### src/design/tifl_pkg.sv
// Shared constants and control types for the timestamp index floor lookup.
`default_nettype none

package tifl_pkg;

  localparam int TABLE_DEPTH = 1024;
  localparam int ADDR_W      = $clog2(TABLE_DEPTH);
  localparam int CNT_W       = $clog2(TABLE_DEPTH + 1);
  localparam int KIND_W      = 2;
  localparam int STAMP_W     = 64;
  localparam int OFFSET_W    = 64;

  localparam logic [KIND_W-1:0] KIND_CLEAR  = 2'd0;
  localparam logic [KIND_W-1:0] KIND_APPEND = 2'd1;
  localparam logic [KIND_W-1:0] KIND_LOOKUP = 2'd2;

  // Read address source for the table memories.
  typedef enum logic [1:0] {
    RD_START,
    RD_STEP,
    RD_CHECK,
    RD_HOLD
  } rd_sel_t;

  // What the result register takes.
  typedef enum logic [1:0] {
    RES_ZERO,
    RES_DROP,
    RES_ENTRY
  } res_src_t;

  typedef struct packed {
    logic     clear;
    logic     append_wr;
    logic     start;
    logic     step;
    logic     check;
    rd_sel_t  rd_sel;
    logic     res_load;
    res_src_t res_src;
  } dp_cmd_t;

  typedef struct packed {
    logic count_zero;
    logic count_full;
    logic span_next_zero;
  } dp_status_t;

endpackage

`default_nettype wire

### src/design/tifl_ctrl.sv
// Control state machine: decodes items, sequences the search, owns the response valid.
`default_nettype none

module tifl_ctrl (
  input  wire logic                          clk,
  input  wire logic                          rst,
  input  wire logic                          req_valid,
  input  wire logic [tifl_pkg::KIND_W-1:0]   req_kind,
  output logic                               req_ready,
  output logic                               rsp_valid,
  input  wire logic                          rsp_ready,
  input  wire tifl_pkg::dp_status_t          status,
  output tifl_pkg::dp_cmd_t                  cmd
);
  import tifl_pkg::*;

  typedef enum logic [1:0] {
    S_IDLE,
    S_SEARCH,
    S_CHECK,
    S_FETCH
  } state_t;

  state_t state, state_next;
  logic   out_free;
  logic   req_beat;

  assign out_free  = !rsp_valid || rsp_ready;
  assign req_ready = (state == S_IDLE) && out_free;
  assign req_beat  = req_valid && req_ready;

  always_comb begin
    cmd        = '0;
    cmd.rd_sel = RD_HOLD;
    state_next = state;
    case (state)
      S_IDLE: begin
        if (req_beat) begin
          cmd.res_load = 1'b1;
          cmd.res_src  = RES_ZERO;
          case (req_kind)
            KIND_CLEAR: cmd.clear = 1'b1;
            KIND_APPEND: begin
              if (status.count_full) begin
                cmd.res_src = RES_DROP;
              end else begin
                cmd.append_wr = 1'b1;
              end
            end
            KIND_LOOKUP: begin
              if (!status.count_zero) begin
                cmd.res_load = 1'b0;
                cmd.start    = 1'b1;
                cmd.rd_sel   = RD_START;
                state_next   = S_SEARCH;
              end
            end
            default: ;
          endcase
        end
      end
      S_SEARCH: begin
        cmd.step   = 1'b1;
        cmd.rd_sel = RD_STEP;
        if (status.span_next_zero) begin
          state_next = S_CHECK;
        end
      end
      S_CHECK: begin
        cmd.check  = 1'b1;
        cmd.rd_sel = RD_CHECK;
        state_next = S_FETCH;
      end
      S_FETCH: begin
        // read data stays put while the address holds
        if (out_free) begin
          cmd.res_load = 1'b1;
          cmd.res_src  = RES_ENTRY;
          state_next   = S_IDLE;
        end
      end
      default: state_next = S_IDLE;
    endcase
  end

  always_ff @(posedge clk) begin
    if (rst) begin
      state     <= S_IDLE;
      rsp_valid <= 1'b0;
    end else begin
      state     <= state_next;
      rsp_valid <= (rsp_valid && !rsp_ready) || cmd.res_load;
    end
  end

endmodule

`default_nettype wire

### config.mk
export PLATFORM = sky130hd
export DESIGN_NAME = tifl_ctrl
export DESIGN_NICKNAME = d
export VERILOG_FILES = /design/src/design/tifl_pkg.sv /design/src/design/tifl_ctrl.sv
export SDC_FILE = /design/constraint.sdc
export NUM_CORES = 1
export LEC_CHECK = 0
export BUFFER_PORTS_ARGS = -buffer_cell sky130_fd_sc_hd__buf_2
export CAP_MARGIN = 0
export CORE_AREA = 8 8 45 47
export DETAILED_ROUTE_END_ITERATION = 7
export DIE_AREA = 0 0 53 55
export PLACE_DENSITY = 0.57
export SYNTH_ARGS = -nofsm -noshare
export SYNTH_HDL_FRONTEND = slang
export SYNTH_SLANG_ARGS = --single-unit
### constraint.sdc
create_clock -name clk -period 1.88 [get_ports clk]
set_input_delay 0.282 -clock clk [delete_from_list [all_inputs] [get_ports clk]]
set_output_delay 0.282 -clock clk [all_outputs]
set_load 0.02 [all_outputs]
==> results by group <==
Outcome
  – Outcome: complete, no violations

Power
  – Max IR drop VDD: 0.0004628 V
  – Cell Pwr Density: between 1000 and 1500 nW/um^2
  – Leak pwr: about 0.26 nW

Routing
  – Vias per cell: 4.718
  – Met1 wire length: 361 um
  – Routed length on met3: approximately 110 um
  – Routed length per placed instance: 11.80 um
  – Total met2 wirelength after detailed routing: roughly 530 um
  – Pre-antenna DRT Iters: 4
  – Count of unresolved DRC violations after routing: 0
  – DRT antenna net count: 0
  – Number of vias in the routed layout: 401
  – Initial drt markers: 4
  – Top routing layer used: met3
  – Total length of routed wires: ~1000 um

Final layout
  – Antenna diode count: 0
  – Fin nets: 84
  – Synthesis-to-layout area growth: 57.62%
  – Fraction of final layout cells with drive strength greater than 1: around 52%
  – Commonest cells after routing, fill and taps aside: sky130_fd_sc_hd__buf_2 (19), sky130_fd_sc_hd__nor2_1 (7), sky130_fd_sc_hd__ha_1 (4), sky130_fd_sc_hd__buf_4 (4), sky130_fd_sc_hd__clkbuf_4 (3)
  – Most common cell after layout, fill and taps aside: sky130_fd_sc_hd__buf_2
  – Post-route non-filler standard cell count: 85

Job
  – Number of max-cap violations: 0

Global route
  – Wire length of the first global-routing pass: approximately 1700 um
  – Global router's overall resource usage: under 10%
  – Remaining Overflow, GRT: 0
  – Initial antenna violation count: 0
  – Number of global-route vias before repair: 415
  – Maximum number of pins on one net before global-route repair: 8

Clocking
  – TritonCTS sink count: 3
  – TritonCTS buffer count: 3
  – Clock latency on the worst-skew pair: 0.23 ns
  – Library cell used as clock root buffer: sky130_fd_sc_hd__clkbuf_4
  – Clock tree from TritonCTS: built
  – Cts hold-fix bufs: 0
  – Maximum count of clock buffers along a single path: 2
  – Worst-path clk slew: around 0.030 ns
  – H-tree Lvls: 1

STA
  – Setup repair after global routing missed its margin: yes
  – Upper clock frequency limit: around 540 MHz
  – Part of the cycle the worst path needs: between 90% and 100%
  – Count of pins over their slew limit: 0
  – Least-Margin Pin Slew: roughly 0.32 ns
  – Post-route clock skew: a little over 0.0007 ns
  – Slew HR: between 70% and 80%
  – Post-route minimum period: between 1.5 and 2 ns
  – Final Setup Violations: 0
  – Hold slack final: 0.2936 ns
  – Final-report hold violation count: 0

Floorplan
  – Vertical die dimension: about 55 um
  – Number of ports placed on the die boundary: 21
  – Area enclosed by the die boundary: ~3000 um^2
  – Die outline width: between 50 and 60 um
  – Core area: approximately 1400 um^2
  – Initial cell density of the core: 24.32%
  – Cell Rows: 14

Placement
  – HPWL after detailed placement: 808.6 um
  – # port buffers: 20
  – Placed insts: 78
  – Routability congestion estimate: 0.7946

Setup path
  – Crit path to: cmd[0]
  – Worst reg-to-reg path cell count: 5
  – Internal reg-to-reg setup slack: around 0.55 ns
  – Worst-path maximum fanout: 3
  – CP Launch Point: state[0]$_SDFFE_PP0P_
  – Worst flop-to-flop path startpoint: state[1]$_SDFFE_PP0P_
  – Crit path arrival time: approximately 1.6 ns
  – Worst Path Class, Setup: register to primary output
  – Reg-to-Reg End: state[0]$_SDFFE_PP0P_
  – CP endpoint kind: primary output
  – Data required time at the worst endpoint: around 1.6 ns
  – CP Launch Type: register

Synthesis
  – Count of flip-flops with a built-in enable after synthesis: 0
  – #FFs+latches synth: 3
  – Cells taking the most area after synthesis: sky130_fd_sc_hd__ha_1 (19%), sky130_fd_sc_hd__dfxtp_1 (18%), sky130_fd_sc_hd__nor2_1 (7.8%), sky130_fd_sc_hd__nor3b_2 (7.4%), sky130_fd_sc_hd__o41ai_1 (5.2%)
  – Share of flip-flops with an asynchronous set or reset: 0%
  – Part of the Yosys area used for sequential elements: between 10% and 20%
  – Library cell occupying the most area in the post-synthesis netlist: sky130_fd_sc_hd__ha_1
  – Cell area after technology mapping: ~340 um^2
  – Post-synthesis average cell area: ~8.0 um^2
  – Cell count after synthesis: 42
  – Syn nets: 56
  – Post-synth cell types: 21
  – Top-area cell type share of the netlist area: 18.59%
  – Main synth FF type: sky130_fd_sc_hd__dfxtp_1
  – Number of warnings printed during yosys synthesis: 0

Hold path
  – Classification of the worst-slack hold path: input pin to register
## power breakdown
group	internal, mW	switching (mW)	total, mW
registers	0.0860	0.0193	0.105
logic	0.195	0.265	0.460
clock network	0.0793	0.0300	0.109
## area by class of cell
type | instances | area, um^2
Timing Repair Buffer | 23 | 125.1
Sequential cell | 3 | 62.56
Fill cell | 166 | 853.3
Clock buffer | 4 | 26.28
Tap cell | 16 | 20.02
Multi-Input combinational cell | 35 | 281.5
Inverter | 4 | 15.01
## cells in the mapped netlist (2+ instances only)
cell type                 instances
sky130_fd_sc_hd__nor3b_2          2
sky130_fd_sc_hd__nand2_1          2
sky130_fd_sc_hd__ha_1             5
sky130_fd_sc_hd__o21ai_0          2
sky130_fd_sc_hd__dfxtp_1          3
sky130_fd_sc_hd__nor2_1           7
sky130_fd_sc_hd__inv_1            4
sky130_fd_sc_hd__o41ai_1          2
sky130_fd_sc_hd__nor2b_1          2
sky130_fd_sc_hd__or3_1            2
## cell families after synthesis
kind of cell / Yosys count / share of synthesized area (%)
AND/OR/NAND/NOR: 22 / 42.38
AO/OA/AOI/OAI: 8 / 16.73
adder cells (fa/ha/maj): 5 / 18.59
buffers and inverters: 4 / 4.460
flip-flops: 3 / 17.84
## what timing repair did
item,CTS,global route
buffers inserted,2,1
setup endpoints to repair,2,2
gates cloned,0,0
pin swaps,1,3
resized for setup,6,2
## flip-flops by register name, summed over array words and instances (netlist names)
name	cells
state	2
rsp_valid	1
## critical path, stage by stage, from the launching register on
cell and delay [ns]:
sky130_fd_sc_hd__dfxtp_2 0.33, sky130_fd_sc_hd__inv_2 0.08, sky130_fd_sc_hd__ha_4 0.15, sky130_fd_sc_hd__nand3_4 0.08
sky130_fd_sc_hd__or3b_4 0.38, sky130_fd_sc_hd__nor3b_2 0.18, sky130_fd_sc_hd__buf_4 0.16
## per-stage QoR
stage | power (mW) | worst slack [ns] | area [um^2] | TNS (ns) | util [%]
2_1_floorplan | 0.3847 | 0.1493 | 336.6 | 0 | -
3_3_place_gp | 0.4989 | 0.1050 | 456.7 | 0 | 33.00
3_5_place_dp | 0.4970 | 0.09293 | 456.7 | 0 | 33.00
4_1_cts | 0.6635 | 0.007788 | 514.2 | 0 | 37.16
5_1_grt | 0.7411 | -0.04521 | 530.5 | -0.04521 | 38.34
6_report | 0.6742 | 0.02064 | 530.5 | 0 | 38.34
## how the worst min path moves through the flow
| stage | startpoint | to | slack, ns | cells past startpoint |
|---|---|---|---|---|
| 2_1_floorplan | rst | rsp_valid$_SDFF_PP0_ | 0.36 | 1 |
| 3_3_place_gp | rst | rsp_valid$_SDFF_PP0_ | 0.53 | 2 |
| 3_5_place_dp | rst | rsp_valid$_SDFF_PP0_ | 0.54 | 2 |
| 4_1_cts | rst | rsp_valid$_SDFF_PP0_ | 0.29 | 2 |
| 5_1_grt | rst | rsp_valid$_SDFF_PP0_ | 0.31 | 2 |
| 6_report | rst | rsp_valid$_SDFF_PP0_ | 0.29 | 2 |
## routing by layer
metal	vias to the layer above	GRT usage, %
met5	-	0
met4	0	6.466
met3	0	2.406
met2	17	13.87
met1	181	6.970
li1	203	-
Power figures use the tool's default switching activity.
